--- src/hw/rtl/well512_pkg.sv ---
// ----------------------------------------------------------------------------
// well512_pkg
// Shared types and constants for the WELL512 generator.
// ----------------------------------------------------------------------------
package well512_pkg;

    localparam int unsigned WORD_W   = 32;
    localparam int unsigned POOL_LEN = 16;

    localparam logic [WORD_W-1:0] SEED_MULT   = 32'd1812433253;
    localparam logic [WORD_W-1:0] TEMPER_MASK = 32'hDA44_2D24;

    // request codes on the cmd port
    localparam logic [1:0] CMD_RAW    = 2'd0;
    localparam logic [1:0] CMD_RANGE  = 2'd1;
    localparam logic [1:0] CMD_SIGNED = 2'd2;

    typedef enum logic [1:0] {
        OP_RAW,
        OP_RANGE,
        OP_SIGNED
    } op_t;

    // classified request, as held in the queue
    typedef struct packed {
        op_t               op;
        logic              span_zero;
        logic [WORD_W-1:0] span;
        logic [WORD_W-1:0] low;
    } req_t;

endpackage

--- src/hw/rtl/well512_front.sv ---
// ----------------------------------------------------------------------------
// well512_front
// Takes request items, decodes cmd and works out the range span.
// ----------------------------------------------------------------------------
module well512_front
    import well512_pkg::*;
(
    input  logic              in_valid,
    output logic              in_ready,
    input  logic [1:0]        cmd,
    input  logic [WORD_W-1:0] range_low,
    input  logic [WORD_W-1:0] range_high,
    input  logic              fill_busy,
    input  logic              q_full,
    output logic              push,
    output req_t              push_item
);

    logic [WORD_W-1:0] span;
    op_t               op;

    // span wraps mod 2^32; zero span means "take the word unreduced" (low is still added)
    assign span = range_high - range_low + 32'd1;

    always_comb
    begin
        case (cmd)
            CMD_RANGE:  op = OP_RANGE;
            CMD_SIGNED: op = OP_SIGNED;
            CMD_RAW:    op = OP_RAW;
            default:    op = OP_RAW;   // unused code behaves as raw
        endcase
    end

    assign in_ready            = !q_full && !fill_busy;
    assign push                = in_valid && in_ready;
    assign push_item.op        = op;
    assign push_item.span_zero = (span == '0);
    assign push_item.span      = span;
    assign push_item.low       = range_low;

endmodule

--- src/hw/rtl/well512_queue.sv ---
// ----------------------------------------------------------------------------
// well512_queue
// Small FIFO of decoded requests between front and back.
// ----------------------------------------------------------------------------
module well512_queue
    import well512_pkg::*;
#(
    parameter int unsigned DEPTH = 2
)
(
    input  logic clk,
    input  logic rst_n,
    input  logic push,
    input  req_t push_item,
    input  logic pop,
    output req_t pop_item,
    output logic empty,
    output logic full
);

    localparam int unsigned PTR_W = (DEPTH > 1) ? $clog2(DEPTH) : 1;
    localparam int unsigned CNT_W = $clog2(DEPTH + 1);

    req_t             mem [DEPTH];
    logic [PTR_W-1:0] wr_ptr_reg, wr_ptr_next;
    logic [PTR_W-1:0] rd_ptr_reg, rd_ptr_next;
    logic [CNT_W-1:0] count_reg, count_next;

    function automatic logic [PTR_W-1:0] ptr_inc(input logic [PTR_W-1:0] p);
        if (p == PTR_W'(DEPTH - 1))
            return '0;
        else
            return p + PTR_W'(1);
    endfunction

    assign empty    = (count_reg == '0);
    assign full     = (count_reg == CNT_W'(DEPTH));
    assign pop_item = mem[rd_ptr_reg];

    always_comb
    begin
        wr_ptr_next = push ? ptr_inc(wr_ptr_reg) : wr_ptr_reg;
        rd_ptr_next = pop  ? ptr_inc(rd_ptr_reg) : rd_ptr_reg;
        count_next  = count_reg;
        if (push && !pop)
            count_next = count_reg + CNT_W'(1);
        else if (pop && !push)
            count_next = count_reg - CNT_W'(1);
    end

    always_ff @(posedge clk or negedge rst_n)
    begin
        if (!rst_n)
        begin
            wr_ptr_reg <= '0;
            rd_ptr_reg <= '0;
            count_reg  <= '0;
        end
        else
        begin
            wr_ptr_reg <= wr_ptr_next;
            rd_ptr_reg <= rd_ptr_next;
            count_reg  <= count_next;
        end
    end

    always_ff @(posedge clk)
    begin
        if (push)
            mem[wr_ptr_reg] <= push_item;
    end

endmodule

--- src/hw/rtl/well512_back.sv ---
// ----------------------------------------------------------------------------
// well512_back
// Pool, seed fill, WELL512 draw, bit-serial modulo and result register.
// ----------------------------------------------------------------------------
module well512_back
    import well512_pkg::*;
(
    input  logic              clk,
    input  logic              rst_n,
    input  logic              cfg_wr_en,
    input  logic [WORD_W-1:0] cfg_wr_data,
    input  logic              q_empty,
    input  req_t              q_item,
    output logic              q_pop,
    output logic              fill_busy,
    output logic              out_valid,
    input  logic              out_ready,
    output logic [WORD_W-1:0] value
);

    typedef enum logic [1:0] {
        ST_FILL,
        ST_IDLE,
        ST_DRAW2,
        ST_DIV
    } state_t;

    localparam int unsigned FILL_W = $clog2(POOL_LEN);
    localparam int unsigned DIV_W  = $clog2(WORD_W);

    // pool kept rotated: word i of the array is pool[(position + i) mod 16]
    logic [WORD_W-1:0] pool_reg [POOL_LEN];
    logic [WORD_W-1:0] pool_next [POOL_LEN];

    state_t            state_reg, state_next;
    logic [WORD_W-1:0] seed_prev_reg, seed_prev_next;
    logic [FILL_W-1:0] fill_cnt_reg, fill_cnt_next;
    logic [DIV_W-1:0]  div_cnt_reg, div_cnt_next;
    logic [WORD_W-1:0] quo_reg, quo_next;
    logic [WORD_W-1:0] rem_reg, rem_next;
    logic [WORD_W-1:0] span_reg, span_next;
    logic [WORD_W-1:0] low_reg, low_next;
    logic              out_valid_reg, out_valid_next;
    logic [WORD_W-1:0] value_reg, value_next;

    // draw datapath
    logic [WORD_W-1:0] w0, w9, w13, w15;
    logic [WORD_W-1:0] mix, shifted, fresh, tempered, drawn;

    // fill datapath
    logic [WORD_W-1:0] seed_mixed, seed_prod;

    // divider step
    logic [WORD_W:0]   div_trial;
    logic              div_ge;
    logic [WORD_W-1:0] rem_step;

    logic              draw_en;

    assign w0  = pool_reg[0];
    assign w9  = pool_reg[9];
    assign w13 = pool_reg[13];
    assign w15 = pool_reg[15];

    assign mix      = w0 ^ w13 ^ (w0 << 16) ^ (w13 << 15);
    assign shifted  = w9 ^ (w9 >> 11);
    assign fresh    = mix ^ shifted;
    assign tempered = fresh ^ ((fresh << 5) & TEMPER_MASK);
    assign drawn    = w15 ^ mix ^ tempered ^ (w15 << 2) ^ (mix << 18) ^ (shifted << 28);

    assign seed_mixed = seed_prev_reg ^ (seed_prev_reg >> 30);
    assign seed_prod  = seed_mixed * SEED_MULT;

    assign div_trial = {rem_reg, quo_reg[WORD_W-1]};
    assign div_ge    = (div_trial >= {1'b0, span_reg});
    assign rem_step  = div_ge ? WORD_W'(div_trial - {1'b0, span_reg})
                              : div_trial[WORD_W-1:0];

    assign q_pop = (state_reg == ST_IDLE) && !q_empty && (!out_valid_reg || out_ready);
    assign draw_en = q_pop || (state_reg == ST_DRAW2);

    assign fill_busy = (state_reg == ST_FILL);
    assign out_valid = out_valid_reg;
    assign value     = value_reg;

    always_comb
    begin
        state_next     = state_reg;
        seed_prev_next = seed_prev_reg;
        fill_cnt_next  = fill_cnt_reg;
        div_cnt_next   = div_cnt_reg;
        quo_next       = quo_reg;
        rem_next       = rem_reg;
        span_next      = span_reg;
        low_next       = low_reg;
        value_next     = value_reg;
        out_valid_next = out_valid_reg && !out_ready;
        pool_next      = pool_reg;

        if (draw_en)
        begin
            // one WELL512 step; position moves back by one
            pool_next[0] = drawn;
            pool_next[1] = fresh;
            for (int i = 2; i < POOL_LEN; i++)
                pool_next[i] = pool_reg[i-1];
        end

        case (state_reg)
            ST_FILL:
            begin
                for (int i = 0; i < POOL_LEN - 1; i++)
                    pool_next[i] = pool_reg[i+1];
                pool_next[POOL_LEN-1] = seed_prev_reg;
                seed_prev_next = seed_prod + WORD_W'(fill_cnt_reg) + WORD_W'(1);
                fill_cnt_next  = fill_cnt_reg + FILL_W'(1);
                if (fill_cnt_reg == FILL_W'(POOL_LEN - 1))
                    state_next = ST_IDLE;
            end
            ST_IDLE:
            begin
                if (q_pop)
                begin
                    case (q_item.op)
                        OP_RANGE:
                        begin
                            if (q_item.span_zero)
                            begin
                                value_next     = drawn + q_item.low;
                                out_valid_next = 1'b1;
                            end
                            else
                            begin
                                quo_next     = drawn;
                                rem_next     = '0;
                                span_next    = q_item.span;
                                low_next     = q_item.low;
                                div_cnt_next = '0;
                                state_next   = ST_DIV;
                            end
                        end
                        OP_SIGNED:
                        begin
                            low_next   = {{(WORD_W-1){1'b0}}, drawn[0]};
                            state_next = ST_DRAW2;
                        end
                        default:
                        begin
                            value_next     = drawn;
                            out_valid_next = 1'b1;
                        end
                    endcase
                end
            end
            ST_DRAW2:
            begin
                value_next     = low_reg[0] ? drawn : (WORD_W'(0) - drawn);
                out_valid_next = 1'b1;
                state_next     = ST_IDLE;
            end
            ST_DIV:
            begin
                rem_next     = rem_step;
                quo_next     = quo_reg << 1;
                div_cnt_next = div_cnt_reg + DIV_W'(1);
                if (div_cnt_reg == DIV_W'(WORD_W - 1))
                begin
                    value_next     = rem_step + low_reg;
                    out_valid_next = 1'b1;
                    state_next     = ST_IDLE;
                end
            end
            default:
            begin
                state_next = ST_IDLE;
            end
        endcase

        // seed write restarts the fill
        if (cfg_wr_en)
        begin
            state_next     = ST_FILL;
            seed_prev_next = cfg_wr_data;
            fill_cnt_next  = '0;
        end
    end

    always_ff @(posedge clk or negedge rst_n)
    begin
        if (!rst_n)
        begin
            state_reg     <= ST_FILL;
            seed_prev_reg <= '0;
            fill_cnt_reg  <= '0;
            out_valid_reg <= 1'b0;
        end
        else
        begin
            state_reg     <= state_next;
            seed_prev_reg <= seed_prev_next;
            fill_cnt_reg  <= fill_cnt_next;
            out_valid_reg <= out_valid_next;
        end
    end

    always_ff @(posedge clk)
    begin
        pool_reg    <= pool_next;
        div_cnt_reg <= div_cnt_next;
        quo_reg     <= quo_next;
        rem_reg     <= rem_next;
        span_reg    <= span_next;
        low_reg     <= low_next;
        value_reg   <= value_next;
    end

endmodule

--- src/hw/rtl/well512_random_generator_top.sv ---
// ----------------------------------------------------------------------------
// well512_random_generator_top
// WELL512 random generator with raw, range and signed request items.
// ----------------------------------------------------------------------------
// Usage:
//   Request channel (in_valid/in_ready, cmd, range_low, range_high) takes one
//   item per request; result channel (out_valid/out_ready, value) gives one
//   32-bit item per request, in request order.
//   cfg_wr_en/cfg_wr_data write the seed; the pool is refilled and the
//   position cleared. Write only while the block is idle.
// Result path: raw takes one draw, signed two draws, range one draw and
//   then the 32-step bit-serial modulo in the back end. A zero span skips
//   the divider. The back end takes one request per run: it pops the next
//   one only while idle, with the result register free.
// Reset and seed writes: the pool is filled one word a cycle, during which
//   in_ready is low. After reset the fill uses seed 0.
// Receiver stall: the result register holds; the queue keeps taking requests
//   until full, then in_ready drops.
// ----------------------------------------------------------------------------
module well512_random_generator_top
    import well512_pkg::*;
#(
    parameter int unsigned QUEUE_DEPTH = 2
)
(
    input  logic              clk,
    input  logic              rst_n,
    input  logic              cfg_wr_en,
    input  logic [WORD_W-1:0] cfg_wr_data,
    input  logic              in_valid,
    output logic              in_ready,
    input  logic [1:0]        cmd,
    input  logic [WORD_W-1:0] range_low,
    input  logic [WORD_W-1:0] range_high,
    output logic              out_valid,
    input  logic              out_ready,
    output logic [WORD_W-1:0] value
);

    logic push, pop, q_empty, q_full, fill_busy;
    req_t push_item, pop_item;

    // front end: decode and span
    well512_front u_front (
        .in_valid   (in_valid),
        .in_ready   (in_ready),
        .cmd        (cmd),
        .range_low  (range_low),
        .range_high (range_high),
        .fill_busy  (fill_busy),
        .q_full     (q_full),
        .push       (push),
        .push_item  (push_item)
    );

    // decouples request side from the long-running back end
    well512_queue #(
        .DEPTH (QUEUE_DEPTH)
    ) u_queue (
        .clk       (clk),
        .rst_n     (rst_n),
        .push      (push),
        .push_item (push_item),
        .pop       (pop),
        .pop_item  (pop_item),
        .empty     (q_empty),
        .full      (q_full)
    );

    // back end: pool, draws, modulo, result register
    well512_back u_back (
        .clk         (clk),
        .rst_n       (rst_n),
        .cfg_wr_en   (cfg_wr_en),
        .cfg_wr_data (cfg_wr_data),
        .q_empty     (q_empty),
        .q_item      (pop_item),
        .q_pop       (pop),
        .fill_busy   (fill_busy),
        .out_valid   (out_valid),
        .out_ready   (out_ready),
        .value       (value)
    );

endmodule

--- config.mk ---
export PLATFORM = sky130hd
export DESIGN_NAME = well512_random_generator_top
export DESIGN_NICKNAME = d
export VERILOG_FILES = /design/src/hw/rtl/well512_pkg.sv /design/src/hw/rtl/well512_front.sv /design/src/hw/rtl/well512_queue.sv /design/src/hw/rtl/well512_back.sv /design/src/hw/rtl/well512_random_generator_top.sv
export SDC_FILE = /design/constraint.sdc
export NUM_CORES = 2
export LEC_CHECK = 0
export BUFFER_PORTS_ARGS = -buffer_cell sky130_fd_sc_hd__buf_4
export CORE_ASPECT_RATIO = 0.9
export CORE_MARGIN = 5
export CORE_UTILIZATION = 33
export CTS_CLUSTER_SIZE = 14
export DETAILED_ROUTE_END_ITERATION = 8
export PLACE_DENSITY = 0.47
export SLEW_MARGIN = 20
export SYNTH_ARGS = -nofsm -noshare
export SYNTH_HDL_FRONTEND = slang
export SYNTH_SLANG_ARGS = --single-unit
--- constraint.sdc ---
create_clock -name clk -period 20.2 [get_ports clk]
set_input_delay 1.01 -clock clk [delete_from_list [all_inputs] [get_ports clk]]
set_output_delay 1.01 -clock clk [all_outputs]
set_load 0.005 [all_outputs]
# Word level (Yosys, flattened, before mapping)
# Memory sizes are Yosys's and may differ from the RTL's.
# Index checks and enable logic that the tools add are counted.
[word_totals] register_bits=720 mem_bits_rw=134 input_bits=103 word_cells=157 mem_count=1
[memory_table] memory="u_queue.mem" words=2 width=67 rd=1 rd_ports_with_merged_regs=0 wr=1 line_no="well512_queue.sv:24" source="req_t mem [DEPTH];"
[classes] add_sub_neg=14 multipliers=1 n_lt_le_gt_ge=1 eq_ne=22 muxes=46 n_bitwise=13 reduce_logical=30
[op_table] op="512-bit two-way mux" n=2
[op_table] op="32-bit two-way mux" n=14
[op_table] op="32-bit XOR" n=10
[op_table] op="32-bit one-hot mux with 2 select lines" n=4
[op_table] op="32-bit one-hot mux with 3 select lines" n=1
[op_table] op="32-bit by 1-bit adder with 32-bit output (second input constant)" n=2
[op_table] op="32-bit adder" n=2
[op_table] op="32-bit subtractor" n=2
[op_table] op="33-bit by 32-bit >= comparator with 1-bit output" n=1
[op_table] op="32-bit by 4-bit adder with 32-bit output" n=1
[op_table] op="32-bit logical NOT" n=1
[op_table] op="32-bit by 31-bit multiplier with 32-bit output (second input constant)" n=1
[op_table] op="1-bit by 32-bit subtractor with 32-bit output (first input constant)" n=1
[op_table] op="32-bit by 2-bit XOR with 32-bit output" n=1
[op_table] op="32-bit by 21-bit XOR with 32-bit output" n=1
[op_table] op="5-bit two-way mux" n=3
[op_table] op="2-bit two-way mux" n=7
[op_table] op="4-bit AND reduction" n=3
[op_table] op="2-bit == test (second input constant)" n=5
[op_table] op="5-bit one-hot mux with 2 select lines" n=1
[op_table] op="5-bit AND reduction" n=2
[op_table] op="2-bit nonzero test" n=5
[op_table] op="3-bit by 2-bit inequality test with 1-bit output (second input constant)" n=3
[op_table] op="4-bit two-way mux" n=2
[op_table] op="other kinds (23)" n=52

# Logic depth before layout (Yosys ltp)
[logic_depth] depth_word=14 ltp_mapped=27

# By module
# Synthesis repeated with hierarchy kept, for this count alone.
[unflattened] cells_unflattened=5293 area_unflattened_um2=53324.9
[modules_own_cells] mod="well512_back" instances=1 cells_each=4718 area_each_um2=45587.5
[modules_own_cells] mod="well512_queue" instances=1 cells_each=225 area_each_um2=5112.4
[modules_own_cells] mod="well512_front" instances=1 cells_each=350 area_each_um2=2625.0

# Worst setup path before layout
# No wires, ideal clock.
[synth_timing] path_kind="input -> register" startpoint="input out_ready" endpoint="register u_back.pool_reg[100] (netlist name), enable pin" arrival_time_ps=9720 path_slack_ps=6815 cell_stages=4 n_path_buf=1 cell_sequence="nand2b_1 nand2b_1 clkbuf_1 nand2_1"
[synth_via] elab_chain_len=4
[synth_lines] item="from (decl)" line_no="well512_random_generator_top.sv:36" source="input logic out_ready,"
[synth_lines] item="1-bit logical OR" line_no="well512_back.sv:79" source="assign q_pop = (state_reg == ST_IDLE) && !q_empty && (!out_valid_reg || out_ready);"
[synth_lines] item="1-bit logical AND" line_no="well512_back.sv:79"
[synth_lines] item="1-bit logical OR" line_no="well512_back.sv:80" source="assign draw_en = q_pop || (state_reg == ST_DRAW2);"
[synth_lines] item="2-bit nonzero test (no source line)"
[synth_lines] item="to (signal assigned)" line_no="well512_back.sv:208" source="pool_reg <= pool_next;"
[synth_lines] item="to (decl)" line_no="well512_back.sv:32" source="logic [WORD_W-1:0] pool_reg [POOL_LEN];"
# No other way between the ends.
# A chain may end at the register's enable or synchronous reset.

# Worst setup path in the final report
[layout_timing] startpoint="register u_back.seed_prev_reg[13]" endpoint="register u_back.seed_prev_reg[31]"
[layout_via] elab_chain_len=6
[layout_lines] item="from (decl)" line_no="well512_back.sv:36" source="logic [WORD_W-1:0] seed_prev_reg, seed_prev_next;"
[layout_lines] item="from (signal assigned)" line_no="well512_back.sv:200" source="seed_prev_reg <= seed_prev_next;"
[layout_lines] item="32-bit by 2-bit XOR with 32-bit output" line_no="well512_back.sv:71" source="assign seed_mixed = seed_prev_reg ^ (seed_prev_reg >> 30);"
[layout_lines] item="32-bit by 31-bit multiplier with 32-bit output" line_no="well512_back.sv:72" source="assign seed_prod = seed_mixed * SEED_MULT;"
[layout_lines] item="32-bit by 4-bit adder with 32-bit output" line_no="well512_back.sv:115" source="seed_prev_next = seed_prod + WORD_W'(fill_cnt_reg) + WORD_W'(1);"
[layout_lines] item="32-bit by 1-bit adder with 32-bit output" line_no="well512_back.sv:115"
[layout_lines] item="32-bit two-way mux" line_no="well512_back.sv:109" source="case (state_reg)"
[layout_lines] item="32-bit two-way mux" line_no="well512_back.sv:180" source="if (cfg_wr_en)"
# No other way between the ends. The select of a mux whose other input is x is not followed.

==> flow_metrics.tcl <==
set metrics [dict create \
    status "finished, final reports clean" \
    place_congestion 0.841 \
    critical_path_arrival_ps 8020 \
    fin_setup_tns_ps 0 \
    cts_resized 0 \
    synthFlopType "edfxtp_1" \
    placedCellCount 7293 \
    coreArea_mm2 0.159 \
    synth_warnings 0 \
    fin_area_mm2 0.0592 \
    relSlewSlack 0.236 \
    area_growth_pct 12.5 \
    dr.pass1.iters 5 \
    synth.distinct_cells 81 \
    hp-class "in -> async" \
    tightest_slew_ps 1150 \
    synth_xor_area_frac 0.0687 \
    drive_gt1_frac 0.0849 \
    critPathKind "reg -> reg" \
    dp_hpwl_um 103000 \
    rows 139 \
    drc 0 \
    syn_avg_cell_area_um2 10.2 \
    viasPerCell 4.83 \
    num-nets-final 5912 \
    initial_core_util 0.331 \
    setup_viol 0 \
    syn_area_mm2 0.0526 \
    cp_common_cell "fa_1" \
    yosysSeqAreaShare 0.483 \
    post-cts-setup-buffer-count 0 \
    dpl_cell_area_mm2 0.0561 \
    grt_pass1_wl_um 216000 \
    cp.depth 23 \
    cts_sinks 854 \
    path_buf_inv 4 \
    critPathCaptureType "register" \
    slowest_delay_ps 680 \
    finalCritPeriodShare 0.369 \
    die_area_mm2 0.168 \
    largest_reg_flops 384 \
    synth-simple-area-share 0.161 \
    clock_path_buffers 3 \
    required_ps 20770 \
    cp_slowest_cell "dfrtp_1" \
    fin_cells 7472 \
    skew_ps 33.9 \
    clk_pin_slew_ps 60 \
    clk_latency_ps 730 \
    vias 36054 \
    n_antenna_cell 0 \
    crit_chain "ha_1 > ha_1 > fa_1 > inv_1 > fa_1 > inv_1 > fa_1 > fa_1 > fa_1 > inv_1 > fa_1 > inv_1 > ha_1 > a21o_1 > a21o_1 > a21oi_1 > o21ai_0 > a31oi_1 > o21ai_1 > a2111o_1 > a31oi_1 > xnor2_1 > o221ai_1" \
    post-route-util 0.373 \
    synth_seq_cells 854 \
    synth-async-reset-ratio 0.0504 \
    synth_fa_ha_area_frac 0.148 \
    hold_viol_final 0 \
    pin_count 137 \
    grtUsageTotal 0.166 \
    antenna_found_initial 8 \
    cts-root-buf "clkbuf_16" \
    start_kind "register" \
    synthesis.nets 5816 \
    grt_remaining_overflow 0 \
    maxSlewViolCount 0 \
    crit_family "adder cells" \
    die_h_um 389 \
    numCtsBuffers 96 \
    ant_nets 0 \
    critPathMaxFanout 10 \
    r2r_cells 23 \
    netlist_instances 5183 \
    synth-compound-area-share 0.0737 \
    synth_top_family_by_area "simple AND/OR/NAND/NOR gates" \
    cts.htree.levels 3 \
    grt_max_degree 229 \
    period_minus_slack_ps 7450 \
    io_buffers 136 \
    rsz0062_at_grt "no" \
    wl_um 141000 \
    synth_mux_area_frac 0.0219 \
    grt_pass1_vias 35411 \
    cap_violations 0 \
    max_freq_mhz 134 \
    synth_edf_count 811 \
    wl_per_cell_um 18.9 \
    cts_tree "done" \
    drt-initial-drc-count 2822 \
    die_x_um 431 \
    hold_buffers 0 \
]
-- final cells by class --
| cell class | count | area [um2] |
|---|---|---|
| Sequential cell | 854 | 25400 |
| Multi-Input combinational cell | 3719 | 24900 |
| Clock buffer | 121 | 2500 |
| Tap cell | 2115 | 2650 |
| Fill cell | 16130 | 99700 |
| Timing Repair Buffer | 200 | 1570 |
| Clock inverter | 55 | 599 |
| Inverter | 408 | 1530 |
-- Yosys cell counts, drive strengths merged, types with 33 or more instances --
| master | number | area share |
|---|---|---|
| fa | 153 | 0.058 |
| nor2b | 52 | 0.0062 |
| mux2 | 88 | 0.019 |
| nand3 | 33 | 0.0032 |
| nand2 | 1503 | 0.11 |
| edfxtp | 811 | 0.46 |
| clkbuf | 176 | 0.013 |
| and2 | 33 | 0.0039 |
| dfrtp | 43 | 0.020 |
| nand2b | 38 | 0.0045 |
| a21oi | 233 | 0.022 |
| xor2 | 101 | 0.017 |
| inv | 408 | 0.029 |
| a21o | 67 | 0.0096 |
| o21ai | 156 | 0.015 |
| xnor2 | 306 | 0.052 |
| ha | 377 | 0.090 |
| nor2 | 245 | 0.017 |
-- cells in the final DEF (no fill, tap or decap), drive strengths merged, types with 33 or more instances in the layout --
| cell | count |
|---|---|
| inv | 415 |
| edfxtp | 811 |
| nand3 | 33 |
| clkbuf | 122 |
| nand2 | 1503 |
| and2 | 33 |
| clkinv | 36 |
| xor2 | 101 |
| o21ai | 156 |
| a21o | 67 |
| nor2b | 52 |
| mux2 | 88 |
| fa | 153 |
| nand2b | 38 |
| dfrtp | 43 |
| a21oi | 233 |
| buf | 199 |
| ha | 377 |
| nor2 | 245 |
| xnor2 | 306 |
-- worst paths after layout --
path                                          startpoint                        to  slack [ps]
worst max-delay path            u_back.seed_prev_reg[13]  u_back.seed_prev_reg[31]       12750
worst min-delay path                               rst_n  u_back.seed_prev_reg[11]         330
worst max register to register  u_back.seed_prev_reg[13]  u_back.seed_prev_reg[31]       12750
worst min register to register      u_queue.count_reg[1]      u_queue.count_reg[1]         500
max in group asynchronous                          rst_n       u_back.state_reg[0]       19350
min in group clk                         cfg_wr_data[18]  u_back.seed_prev_reg[18]         490
-- cell families (layout without fill, tap and decap cells) --
logic type | count (synthesis) | after routing
fa+ha+maj | 530 | 530
buf+inv | 610 | 784
simple gates | 2042 | 2042
xor+xnor | 407 | 407
flops | 854 | 854
mux | 104 | 104
compound gates | 636 | 636
-- metrics by stage --
stage	setup WS (ps)	hold slack, ps
floorplan	6820	458
global placement	12760	484
detailed placement	12750	486
CTS	12690	292
global route	12320	341
finish	12750	330
-- per-layer routing --
metal / routed length (um) / up-vias / track usage
li1: - / 17685 / -
met1: 69100 / 17585 / 0.242
met2: 63100 / 618 / 0.259
met3: 5790 / 166 / 0.0248
met4: 3380 / 0 / 0.0408
met5: 0 / - / 0
Power is not shown: default switching activity piles up to over one toggle a cycle in this logic, so the estimate is an artifact.
